## config.mk

```make
export PLATFORM = sky130hd
export DESIGN_NAME = distance_vector_route_table_flat
export DESIGN_NICKNAME = d
export VERILOG_FILES = /design/src/design/dvrt_pkg.sv /design/src/design/dvrt_if.sv /design/src/design/dvrt_ctrl.sv /design/src/design/dvrt_datapath.sv /design/src/design/distance_vector_route_table.sv /design/src/flat_wrapper.sv
export VERILOG_INCLUDE_DIRS = /design/src /design/src/design
export SDC_FILE = /design/constraint.sdc
export NUM_CORES = 2
export LEC_CHECK = 0
export ABC_CLOCK_PERIOD_IN_PS = 9200
export BUFFER_PORTS_ARGS = -buffer_cell sky130_fd_sc_hd__buf_2
export CORE_ASPECT_RATIO = 1.4
export CORE_MARGIN = 5
export CORE_UTILIZATION = 48
export CTS_CLUSTER_DIAMETER = 60
export DETAILED_ROUTE_END_ITERATION = 8
export SETUP_SLACK_MARGIN = 0.05
export SLEW_MARGIN = 5
export SYNTH_ARGS = -nofsm -noshare
export SYNTH_HDL_FRONTEND = slang
export SYNTH_SLANG_ARGS = --single-unit
```

## constraint.sdc

```tcl
create_clock -name clk -period 9.2 [get_ports clk]
set_clock_uncertainty 0.1 [all_clocks]
set_input_delay 0.92 -clock clk [delete_from_list [all_inputs] [get_ports clk]]
set_output_delay 0.92 -clock clk [all_outputs]
set_load 0.01 [all_outputs]
```

## src/design/distance_vector_route_table_assert.svh

```systemverilog
// Assertion macros for the route table
`ifndef DISTANCE_VECTOR_ROUTE_TABLE_ASSERT_SVH
`define DISTANCE_VECTOR_ROUTE_TABLE_ASSERT_SVH
// implication checked on every edge outside reset
`define DVRT_ASSERT_IMP(label, ante, cons) \
  label: assert property (@(posedge clk) disable iff (rst) (ante) |-> (cons)) \
    else $error("assertion failed");
// condition that must always hold outside reset
`define DVRT_ASSERT_ALW(label, cond) \
  label: assert property (@(posedge clk) disable iff (rst) (cond)) \
    else $error("assertion failed");
`endif

```

## src/design/dvrt_pkg.sv

```systemverilog
`timescale 1ns / 1ps
// ----------------------------------------------------------------------------
// dvrt_pkg
// Types and codes shared by the route table modules.
// ----------------------------------------------------------------------------
package dvrt_pkg;
  localparam logic [2:0] FUNC_ADV  = 3'd0;
  localparam logic [2:0] FUNC_TICK = 3'd1;
  localparam logic [2:0] FUNC_DOWN = 3'd2;
  localparam logic [2:0] FUNC_LOOK = 3'd3;
  localparam logic [2:0] FUNC_DUMP = 3'd4;

  localparam logic [1:0] KIND_STATUS = 2'd0;
  localparam logic [1:0] KIND_REQ    = 2'd1;
  localparam logic [1:0] KIND_DUMP   = 2'd2;

  localparam logic [0:0] REG_INF_COST = 1'd0;
  localparam logic [0:0] REG_TIMEOUT  = 1'd1;

  typedef enum logic [2:0] {
    ST_IDLE, ST_SCAN, ST_SHIFT, ST_WRITE, ST_RESULT, ST_DUMP
  } state_t;

  // controller to datapath
  typedef struct packed {
    logic load;       // capture input word
    logic scan_clr;   // reset scan index to 0
    logic scan_inc;   // step scan index
    logic scan_op;    // apply per-slot update for tick/down at scan index
    logic shift_init; // latch insert slot, move index to route count
    logic mark_full;  // advertise found no room
    logic shift;      // move slot idx-1 into idx, step down
    logic ins;        // write new route at insert position
    logic upd;        // refresh found route
    logic res_load;   // build status result
    logic dump_load;  // build dump result at scan index
  } cmd_t;

  // datapath to controller
  typedef struct packed {
    logic [2:0] func;
    logic       scan_end;  // scan index reached route count
    logic       hit;       // current slot matches address
    logic       stop;      // current slot key > address (insert point)
    logic       full;
    logic       shift_end; // shift index at insert position
    logic       out_busy;  // output register holds a word the sink is not taking
  } stat_t;
endpackage

```

## src/design/dvrt_if.sv

```systemverilog
`timescale 1ns / 1ps
// ----------------------------------------------------------------------------
// dvrt_in_if / dvrt_out_if
// Valid/ready channels carrying the request and result words.
// ----------------------------------------------------------------------------
interface dvrt_in_if;
  logic        valid;
  logic        ready;
  logic [2:0]  func;
  logic [31:0] route_address;
  logic [7:0]  adv_cost;
  logic [7:0]  interface_req;
  modport source (output valid, func, route_address, adv_cost, interface_req,
                  input ready);
  modport sink (input valid, func, route_address, adv_cost, interface_req,
                output ready);
endinterface

interface dvrt_out_if;
  logic        valid;
  logic        ready;
  logic [31:0] out_address;
  logic [7:0]  out_cost;
  logic [7:0]  out_next_hop;
  logic        entry_found;
  logic        table_full;
  logic [5:0]  entry_count;
  logic [1:0]  message_kind;
  logic        last;
  modport source (output valid, out_address, out_cost, out_next_hop, entry_found,
                  table_full, entry_count, message_kind, last, input ready);
  modport sink (input valid, out_address, out_cost, out_next_hop, entry_found,
                table_full, entry_count, message_kind, last, output ready);
endinterface

```

## src/design/dvrt_ctrl.sv

```systemverilog
`timescale 1ns / 1ps
// ----------------------------------------------------------------------------
// dvrt_ctrl
// Sequencer: scans the table, shifts for inserts and emits result words.
// ----------------------------------------------------------------------------
module dvrt_ctrl
  import dvrt_pkg::*;
(
  input  logic  clk,
  input  logic  rst,
  input  logic  in_valid,
  output logic  in_ready,
  input  stat_t stat,
  output cmd_t  cmd
);
  state_t state, state_next;

  // state register
  always_ff @(posedge clk) begin
    if (rst) state <= ST_IDLE;
    else state <= state_next;
  end

  // next state
  always_comb begin
    state_next = state;
    unique case (state)
      ST_IDLE: if (in_valid) state_next = ST_SCAN;
      ST_SCAN: begin
        if (stat.func == FUNC_ADV) begin
          if (stat.hit) state_next = ST_RESULT;
          else if (stat.scan_end || stat.stop)
            state_next = stat.full ? ST_RESULT : ST_SHIFT;
        end else if (stat.func == FUNC_LOOK) begin
          if (stat.scan_end || stat.hit) state_next = ST_RESULT;
        end else if (stat.func == FUNC_DUMP) begin
          state_next = stat.scan_end ? ST_RESULT : ST_DUMP;
        end else if (stat.func == FUNC_TICK || stat.func == FUNC_DOWN) begin
          if (stat.scan_end) state_next = ST_RESULT;
        end else state_next = ST_RESULT;
      end
      ST_SHIFT: if (stat.shift_end) state_next = ST_WRITE;
      ST_WRITE: state_next = ST_RESULT;
      ST_RESULT: if (!stat.out_busy) state_next = ST_IDLE;
      ST_DUMP: if (stat.scan_end) state_next = ST_IDLE;
      default: state_next = ST_IDLE;
    endcase
  end

  // outputs
  always_comb begin
    cmd = '0;
    in_ready = 1'b0;
    unique case (state)
      ST_IDLE: begin
        in_ready = 1'b1;
        cmd.load = in_valid;
        cmd.scan_clr = in_valid;
      end
      ST_SCAN: begin
        if (stat.func == FUNC_ADV) begin
          if (stat.hit) cmd.upd = 1'b1;
          else if (stat.scan_end || stat.stop) begin
            if (stat.full) cmd.mark_full = 1'b1;
            else cmd.shift_init = 1'b1;
          end else cmd.scan_inc = 1'b1;
        end else if (stat.func == FUNC_LOOK) begin
          if (!(stat.scan_end || stat.hit)) cmd.scan_inc = 1'b1;
        end else if (stat.func == FUNC_TICK || stat.func == FUNC_DOWN) begin
          if (!stat.scan_end) begin
            cmd.scan_op = 1'b1;
            cmd.scan_inc = 1'b1;
          end
        end
      end
      ST_SHIFT: cmd.shift = !stat.shift_end;
      ST_WRITE: cmd.ins = 1'b1;
      ST_RESULT: cmd.res_load = !stat.out_busy;
      ST_DUMP: if (!stat.scan_end && !stat.out_busy) begin
        cmd.dump_load = 1'b1;
        cmd.scan_inc = 1'b1;
      end
      default: ;
    endcase
  end
endmodule

```

## src/design/dvrt_datapath.sv

```systemverilog
`timescale 1ns / 1ps
// ----------------------------------------------------------------------------
// dvrt_datapath
// Route slots, scan/shift index, config registers and result register.
// ----------------------------------------------------------------------------
module dvrt_datapath
  import dvrt_pkg::*;
#(
  parameter int ENTRIES = 32
) (
  input  logic        clk,
  input  logic        rst,
  input  cmd_t        cmd,
  output stat_t       stat,
  input  logic        cfg_we,
  input  logic [0:0]  cfg_index,
  input  logic [15:0] cfg_data,
  input  logic [2:0]  in_func,
  input  logic [31:0] in_address,
  input  logic [7:0]  in_cost,
  input  logic [7:0]  in_ifc,
  dvrt_out_if.source  out
);
  localparam int IW = (ENTRIES > 1) ? $clog2(ENTRIES) : 1;
  localparam int CW = $clog2(ENTRIES + 1);

  logic [31:0] keys  [ENTRIES];
  logic [7:0]  costs [ENTRIES];
  logic [7:0]  hops  [ENTRIES];
  logic [15:0] ttls  [ENTRIES];
  logic [CW-1:0] total, idx, pos;
  logic [7:0]  inf_cost;
  logic [15:0] timeout_ticks;
  logic [2:0]  func;
  logic [31:0] addr;
  logic [7:0]  nc, ifc;
  logic        ovalid, hit_seen, fullflag;
  logic [IW-1:0] ix, ixm1;
  logic [15:0] ttl_dec;
  logic [7:0]  pc;
  logic [31:0] res_address;
  logic [7:0]  res_cost, res_hop;
  logic        res_found, res_full, res_last;
  logic [1:0]  res_kind;

  assign ix   = idx[IW-1:0];
  assign ixm1 = IW'(idx - CW'(1));
  assign ttl_dec = (ttls[ix] != 16'd0) ? ttls[ix] - 16'd1 : 16'd0;
  assign pc = (inf_cost == 8'hFF) ? 8'hFF : inf_cost + 8'd1;

  // status
  always_comb begin
    stat.func      = func;
    stat.scan_end  = (idx >= total);
    stat.hit       = (idx < total) && (keys[ix] == addr);
    stat.stop      = (idx < total) && (keys[ix] > addr);
    stat.full      = (total >= CW'(ENTRIES));
    stat.shift_end = (idx == pos);
    stat.out_busy  = ovalid && !out.ready;
  end

  // config registers
  always_ff @(posedge clk) begin
    if (rst) begin
      inf_cost <= 8'd16;
      timeout_ticks <= 16'd180;
    end else if (cfg_we) begin
      if (cfg_index == REG_INF_COST) inf_cost <= cfg_data[7:0];
      else if (cfg_index == REG_TIMEOUT) timeout_ticks <= cfg_data;
    end
  end

  // request capture, scan/shift index, insert slot and flags
  always_ff @(posedge clk) begin
    if (rst) begin
      total <= '0;
      idx <= '0;
      pos <= '0;
      hit_seen <= 1'b0;
      fullflag <= 1'b0;
    end else begin
      if (cmd.load) begin
        func <= in_func;
        addr <= in_address;
        nc <= (in_cost == 8'hFF) ? 8'hFF : in_cost + 8'd1;
        ifc <= in_ifc;
      end
      // shift walks from the route count down to the insert slot
      if (cmd.scan_clr) idx <= '0;
      else if (cmd.shift_init) idx <= total;
      else if (cmd.scan_inc) idx <= idx + CW'(1);
      else if (cmd.shift) idx <= idx - CW'(1);
      if (cmd.shift_init) pos <= idx;
      if (cmd.load) hit_seen <= 1'b0;
      else if (cmd.upd) hit_seen <= 1'b1;
      if (cmd.load) fullflag <= 1'b0;
      else if (cmd.mark_full) fullflag <= 1'b1;
      if (cmd.ins) total <= total + CW'(1);
    end
  end

  // slot storage
  always_ff @(posedge clk) begin
    if (cmd.upd && costs[ix] >= nc) begin
      costs[ix] <= nc;
      hops[ix] <= ifc;
      ttls[ix] <= timeout_ticks;
    end
    if (cmd.scan_op) begin
      if (func == FUNC_TICK) begin
        ttls[ix] <= ttl_dec;
        if (ttl_dec == 16'd0) costs[ix] <= inf_cost;
      end else if (hops[ix] == ifc) begin
        costs[ix] <= pc;
      end
    end
    if (cmd.shift) begin
      keys[ix]  <= keys[ixm1];
      costs[ix] <= costs[ixm1];
      hops[ix]  <= hops[ixm1];
      ttls[ix]  <= ttls[ixm1];
    end
    if (cmd.ins) begin
      keys[IW'(pos)]  <= addr;
      costs[IW'(pos)] <= nc;
      hops[IW'(pos)]  <= ifc;
      ttls[IW'(pos)]  <= timeout_ticks;
    end
  end

  // next result word
  always_comb begin
    res_address = '0;
    res_cost = '0;
    res_hop = '0;
    res_found = 1'b0;
    res_full = 1'b0;
    res_kind = KIND_STATUS;
    res_last = 1'b1;
    if (cmd.dump_load) begin
      res_address = keys[ix];
      res_cost = costs[ix];
      res_hop = hops[ix];
      res_found = 1'b1;
      res_kind = KIND_DUMP;
      res_last = (idx + CW'(1) >= total);
    end else begin
      case (func)
        FUNC_ADV: begin
          res_address = addr;
          if (fullflag) res_full = 1'b1;
          else if (hit_seen) begin
            res_cost = costs[ix];
            res_hop = hops[ix];
          end else begin
            res_cost = nc;
            res_hop = ifc;
          end
        end
        FUNC_DOWN: begin
          res_hop = ifc;
          res_kind = KIND_REQ;
        end
        FUNC_LOOK: begin
          res_address = addr;
          if (idx < total) begin
            res_cost = costs[ix];
            res_hop = hops[ix];
            res_found = 1'b1;
          end
        end
        FUNC_DUMP: res_kind = KIND_DUMP;
        default: ;
      endcase
    end
  end

  // result register
  always_ff @(posedge clk) begin
    if (rst) ovalid <= 1'b0;
    else if (cmd.res_load || cmd.dump_load) ovalid <= 1'b1;
    else if (out.ready) ovalid <= 1'b0;
    if (cmd.res_load || cmd.dump_load) begin
      out.out_address <= res_address;
      out.out_cost <= res_cost;
      out.out_next_hop <= res_hop;
      out.entry_found <= res_found;
      out.table_full <= res_full;
      out.entry_count <= 6'(total);
      out.message_kind <= res_kind;
      out.last <= res_last;
    end
  end
  assign out.valid = ovalid;

  `include "distance_vector_route_table_assert.svh"
  `DVRT_ASSERT_ALW(a_total_range, total <= CW'(ENTRIES))
  `DVRT_ASSERT_IMP(a_ins_room, cmd.ins, total < CW'(ENTRIES))
  `DVRT_ASSERT_IMP(a_one_load, cmd.res_load, !cmd.dump_load)
endmodule

```

## src/design/distance_vector_route_table.sv

```systemverilog
`timescale 1ns / 1ps
// The scan visits one slot a cycle and, for a sorted insert, the shift moves one
// slot a cycle. A new request is taken only in idle, after the result word of the
// previous one has been loaded for output; a dump emits one word per cycle while
// the sink is ready.
// Reset: synchronous, active high; empties the table, infinity 16, ttl 180.
// ----------------------------------------------------------------------------
// distance_vector_route_table
// Sorted distance-vector route table with controller and datapath.
// ----------------------------------------------------------------------------
module distance_vector_route_table
  import dvrt_pkg::*;
#(
  parameter int ENTRIES = 32
) (
  input  logic        clk,
  input  logic        rst,
  input  logic        cfg_we,
  input  logic [0:0]  cfg_index,
  input  logic [15:0] cfg_data,
  dvrt_in_if.sink     in_ch,
  dvrt_out_if.source  out_ch
);
  cmd_t  cmd;
  stat_t stat;

  dvrt_ctrl u_ctrl (
    .clk, .rst, .in_valid(in_ch.valid), .in_ready(in_ch.ready), .stat, .cmd
  );

  dvrt_datapath #(.ENTRIES(ENTRIES)) u_dp (
    .clk, .rst, .cmd, .stat, .cfg_we, .cfg_index, .cfg_data,
    .in_func(in_ch.func), .in_address(in_ch.route_address),
    .in_cost(in_ch.adv_cost), .in_ifc(in_ch.interface_req), .out(out_ch)
  );
endmodule

```

## src/flat_wrapper.sv

```systemverilog
// flat-port wrapper written by rule: the top's interface ports become plain ports
module distance_vector_route_table_flat import dvrt_pkg::*;
#(
  parameter int ENTRIES = 32
)
  (clk, rst, cfg_we, cfg_index, cfg_data, in_ch_valid, in_ch_func, in_ch_route_address, in_ch_adv_cost, in_ch_interface_req, in_ch_ready, out_ch_valid, out_ch_out_address, out_ch_out_cost, out_ch_out_next_hop, out_ch_entry_found, out_ch_table_full, out_ch_entry_count, out_ch_message_kind, out_ch_last, out_ch_ready);
  dvrt_in_if in_ch_i ();
  dvrt_out_if out_ch_i ();
  input  logic clk;
  input  logic rst;
  input  logic cfg_we;
  input  logic [0:0] cfg_index;
  input  logic [15:0] cfg_data;
  input wire logic [$bits(in_ch_i.valid)-1:0] in_ch_valid;
  input wire logic [$bits(in_ch_i.func)-1:0] in_ch_func;
  input wire logic [$bits(in_ch_i.route_address)-1:0] in_ch_route_address;
  input wire logic [$bits(in_ch_i.adv_cost)-1:0] in_ch_adv_cost;
  input wire logic [$bits(in_ch_i.interface_req)-1:0] in_ch_interface_req;
  output wire logic [$bits(in_ch_i.ready)-1:0] in_ch_ready;
  output wire logic [$bits(out_ch_i.valid)-1:0] out_ch_valid;
  output wire logic [$bits(out_ch_i.out_address)-1:0] out_ch_out_address;
  output wire logic [$bits(out_ch_i.out_cost)-1:0] out_ch_out_cost;
  output wire logic [$bits(out_ch_i.out_next_hop)-1:0] out_ch_out_next_hop;
  output wire logic [$bits(out_ch_i.entry_found)-1:0] out_ch_entry_found;
  output wire logic [$bits(out_ch_i.table_full)-1:0] out_ch_table_full;
  output wire logic [$bits(out_ch_i.entry_count)-1:0] out_ch_entry_count;
  output wire logic [$bits(out_ch_i.message_kind)-1:0] out_ch_message_kind;
  output wire logic [$bits(out_ch_i.last)-1:0] out_ch_last;
  input wire logic [$bits(out_ch_i.ready)-1:0] out_ch_ready;
  assign in_ch_i.valid = in_ch_valid;
  assign in_ch_i.func = in_ch_func;
  assign in_ch_i.route_address = in_ch_route_address;
  assign in_ch_i.adv_cost = in_ch_adv_cost;
  assign in_ch_i.interface_req = in_ch_interface_req;
  assign in_ch_ready = in_ch_i.ready;
  assign out_ch_valid = out_ch_i.valid;
  assign out_ch_out_address = out_ch_i.out_address;
  assign out_ch_out_cost = out_ch_i.out_cost;
  assign out_ch_out_next_hop = out_ch_i.out_next_hop;
  assign out_ch_entry_found = out_ch_i.entry_found;
  assign out_ch_table_full = out_ch_i.table_full;
  assign out_ch_entry_count = out_ch_i.entry_count;
  assign out_ch_message_kind = out_ch_i.message_kind;
  assign out_ch_last = out_ch_i.last;
  assign out_ch_i.ready = out_ch_ready;
  distance_vector_route_table #(.ENTRIES(ENTRIES)) u_core (.clk(clk), .rst(rst), .cfg_we(cfg_we), .cfg_index(cfg_index), .cfg_data(cfg_data), .in_ch(in_ch_i), .out_ch(out_ch_i));
endmodule
```

==> reports/metrics.cfg <==
[timing]
fin_ws_ps=2000
hold_viol_final=0
tns_ps=0
worst_pin_slew_ps=1320
setup_violations=0
report.final.slew_viol_count=0
slew_headroom_pct=12.3
min_period_over_period_pct=78.2
fin_crit_ps=7200
fmax_mhz=139
rsz0062_at_grt=no

[layout]
nNetsFinal=5742
finalInstanceArea_um2=116000
drive_gt1_share_pct=34.7
area_growth_syn_to_layout_pct=11.7
nFillCells=16800

[clock_tree]
htree_num_levels=4
cts_buffers=222
cts_buffer_depth=4
cts_sinks=2211
root_buffer=clkbuf_16
clk_latency_ps=910
cts_resized=0
cts_tree=yes
clk_pin_slew_ps=70
cts_hold_buf=0
postCtsSetupRepairBufs=0

[worst_setup_path]
cp-start-kind=flop
critical_path.max_fanout=37
cpMaxStageDelayCell=dfxtp_4
end_kind=flop
critPathMaxStageDelay_ps=930
path_cells=buf_4 > buf_4 > mux4_2 > mux4_2 > mux2_2 > ha_1 > nand4_1 > nor2_1 > nand3_1 > nor3_1 > buf_4 > nand2_1 > o31a_1 > buf_4 > and2_1 > buf_4 > nor2_2 > buf_4
criticalPathCategory=reg -> reg
critPathArrivalTime_ps=7580
worst-endpoint-required_ps=9580
cp_common_cell=buf_4

[grt]
grt_first_pass_wirelength_um=461000
grt_pass1_vias=60100
grtUsageTotal_pct=28.7
antenna_found_initial=10
grt_max_degree=102
overflow=0

[floorplanning]
io_pins=134
rows=202
die_h_um=561
floorplan.initialDensity_pct=48.2
die-width_um=404
coreArea_um2=216000
die_area_um2=227000

[hold_path]
hp-class=in -> reg

[run]
maxCapViolCount=0

[synth]
postSynthCellCount=5449
yosysSeqAreaShare_pct=63.2
ys.flop_type=edfxtp_1
mappedNetlistArea_um2=104000
async_flop_share_pct=0
syn-mean-instance-area_um2=19.1
yosysUniqueCellTypes=81
yosysWarningCount=0
synth_top_cell_area_share_pct=62.2
synth.ff_latch_count=2211
yosys-top-cells-area=edfxtp_1 (62%), mux4_2 (25%), mux2i_1 (1.9%)
yosysTopAreaCell=edfxtp_1
synth.net_count=5582
synth_edf_count=2158

[drt]
firstDrtPassIters=8
viasPerCell=6.94
drc_errors=0
antenna_left=0
vias=60000
routed_wl_um=328000
first_iter_violations=7944
wl_per_cell_um=37.9

[run_status]
outcome=finished, final reports clean

[power]
ir_drop_v=0.000156
cellPowerDensity_nw_per_um2=175
p_leak_uw=0.0346

[place]
port_buffers=133
dp_hpwl_um=197000
place_area_um2=109000
dp_worst_setup_slack_ps=2140
gp_congestion=0.921

-- critical path, delay by kind of cell, from the launching register on --
family / cells / cell delay (ps)
adders and majority gates: 1 / 340
muxes: 3 / 1140
and+or+nand+nor: 7 / 1910
DFF: 1 / 930
AOI/OAI and AO/OA: 1 / 320
buffers and inverters: 6 / 1990
-- per-layer routing --
layer,share of wire [%],up-vias,global-route usage [%]
met5,0.010,-,0
met4,5.3,6,12.4
met3,9.1,684,5.52
met2,49,3645,46.9
met1,37,32300,38.0
li1,-,23400,-
-- cell usage in the layout (no fill, tap or decap), types with 37 or more instances in the layout --
cell type	instances
a21oi_1	98
a22oi_1	59
buf_2	133
buf_4	165
clkbuf_16	225
clkinv_1	46
clkinv_2	42
dfxtp_1	47
edfxtp_1	2158
ha_1	59
inv_1	71
mux2i_1	200
mux4_2	1166
nand2_1	371
nand3_1	58
nor2_1	201
nor2_4	37
o21ai_0	56
-- logic make-up after synthesis --
kind of cell | synth area share, %
flops | 63.2
simple gates | 3.77
xor+xnor | 0.353
buf+inv | 2.01
mux | 27.5
fa+ha+maj | 0.720
compound gates | 2.51
-- cell type report --
cell class,instances,area [um^2],area share (%)
Inverter,72,275,0.236
Clock inverter,150,1320,1.13
Timing Repair Buffer,325,2440,2.10
Sequential cell,2211,65900,56.6
Antenna cell,4,10.0,0.00859
Tap cell,2856,3570,3.07
Multi-Input combinational cell,2777,37200,32.0
Clock buffer,253,5740,4.92
-- cell usage after synthesis, drive strengths merged (4+ instances only) --
library cell / n
dfxtp: 53
and3: 11
a21o: 24
and2: 11
xnor2: 28
nor2: 273
nor4: 13
or3: 7
nand3b: 16
inv: 71
buf: 173
nand2b: 16
nand4: 28
mux2: 25
o31ai: 12
nor3: 26
nor3b: 8
a211oi: 10
or2: 5
and4: 4
edfxtp: 2158
ha: 60
nor2b: 19
a31oi: 56
o22ai: 27
o21a: 6
a21oi: 100
a22oi: 60
nand2: 373
mux4: 1167
xor2: 14
a221o: 5
a221oi: 5
clkbuf: 216
o211ai: 4
o21ai: 69
mux2i: 202
nand3: 59
-- sequential cells by signal (all words and copies together), names as in the netlist, 2 cells and up, named ones only --
| register | flops |
|---|---|
| u_core.u_dp.keys | 1024 |
| u_core.u_dp.addr | 32 |
| u_core.u_dp.total | 6 |
| u_core.u_dp.out.out_next_hop | 8 |
| u_core.u_dp.out.message_kind | 2 |
| u_core.u_dp.inf_cost | 8 |
| u_core.u_dp.pos | 6 |
| u_core.u_dp.out.entry_count | 6 |
| u_core.u_dp.ttls | 512 |
| u_core.u_dp.costs | 256 |
| u_core.u_dp.ifc | 8 |
| u_core.u_dp.out.out_cost | 8 |
| u_core.u_dp.func | 3 |
| u_core.u_dp.hops | 256 |
| u_core.u_dp.nc | 8 |
| u_core.u_dp.timeout_ticks | 16 |
| u_core.u_dp.out.out_address | 32 |
| u_core.u_ctrl.state | 3 |
| u_core.u_dp.idx | 6 |
-- worst paths after layout --
path                           start                      to  slack (ps)  cells past startpoint
min          in_ch_route_address[18]    u_core.u_dp.addr[18]          90                      1
min reg2reg     u_core.u_dp.fullflag    u_core.u_dp.fullflag         390                      2
max                             flop  u_core.u_dp.ttls[3][0]        2000                     18
max reg2reg                     flop  u_core.u_dp.ttls[3][0]        2000                     18
-- where the power goes --
| part | leakage [uW] | switching [uW] | internal, uW |
|---|---|---|---|
| sequential | 0.0199 | 48.0 | 11000 |
| clock | 0.00340 | 3920 | 5010 |
| combinational | 0.0113 | 267 | 91.6 |
| total | 0.0346 | 4230 | 16100 |
-- through the flow --
step	hold WS [ps]	total power, uW	cells	util (%)
final	86.8	20400	8648	53.8
after global routing	51.3	20900	8645	53.8
after CTS	25.7	20500	8644	53.8
after detailed placement	381	11700	8241	50.5
after global placement	374	11700	8241	50.5
after floorplan	331	11500	5449	-
No activity file was read; power rests on OpenSTA's default activity.
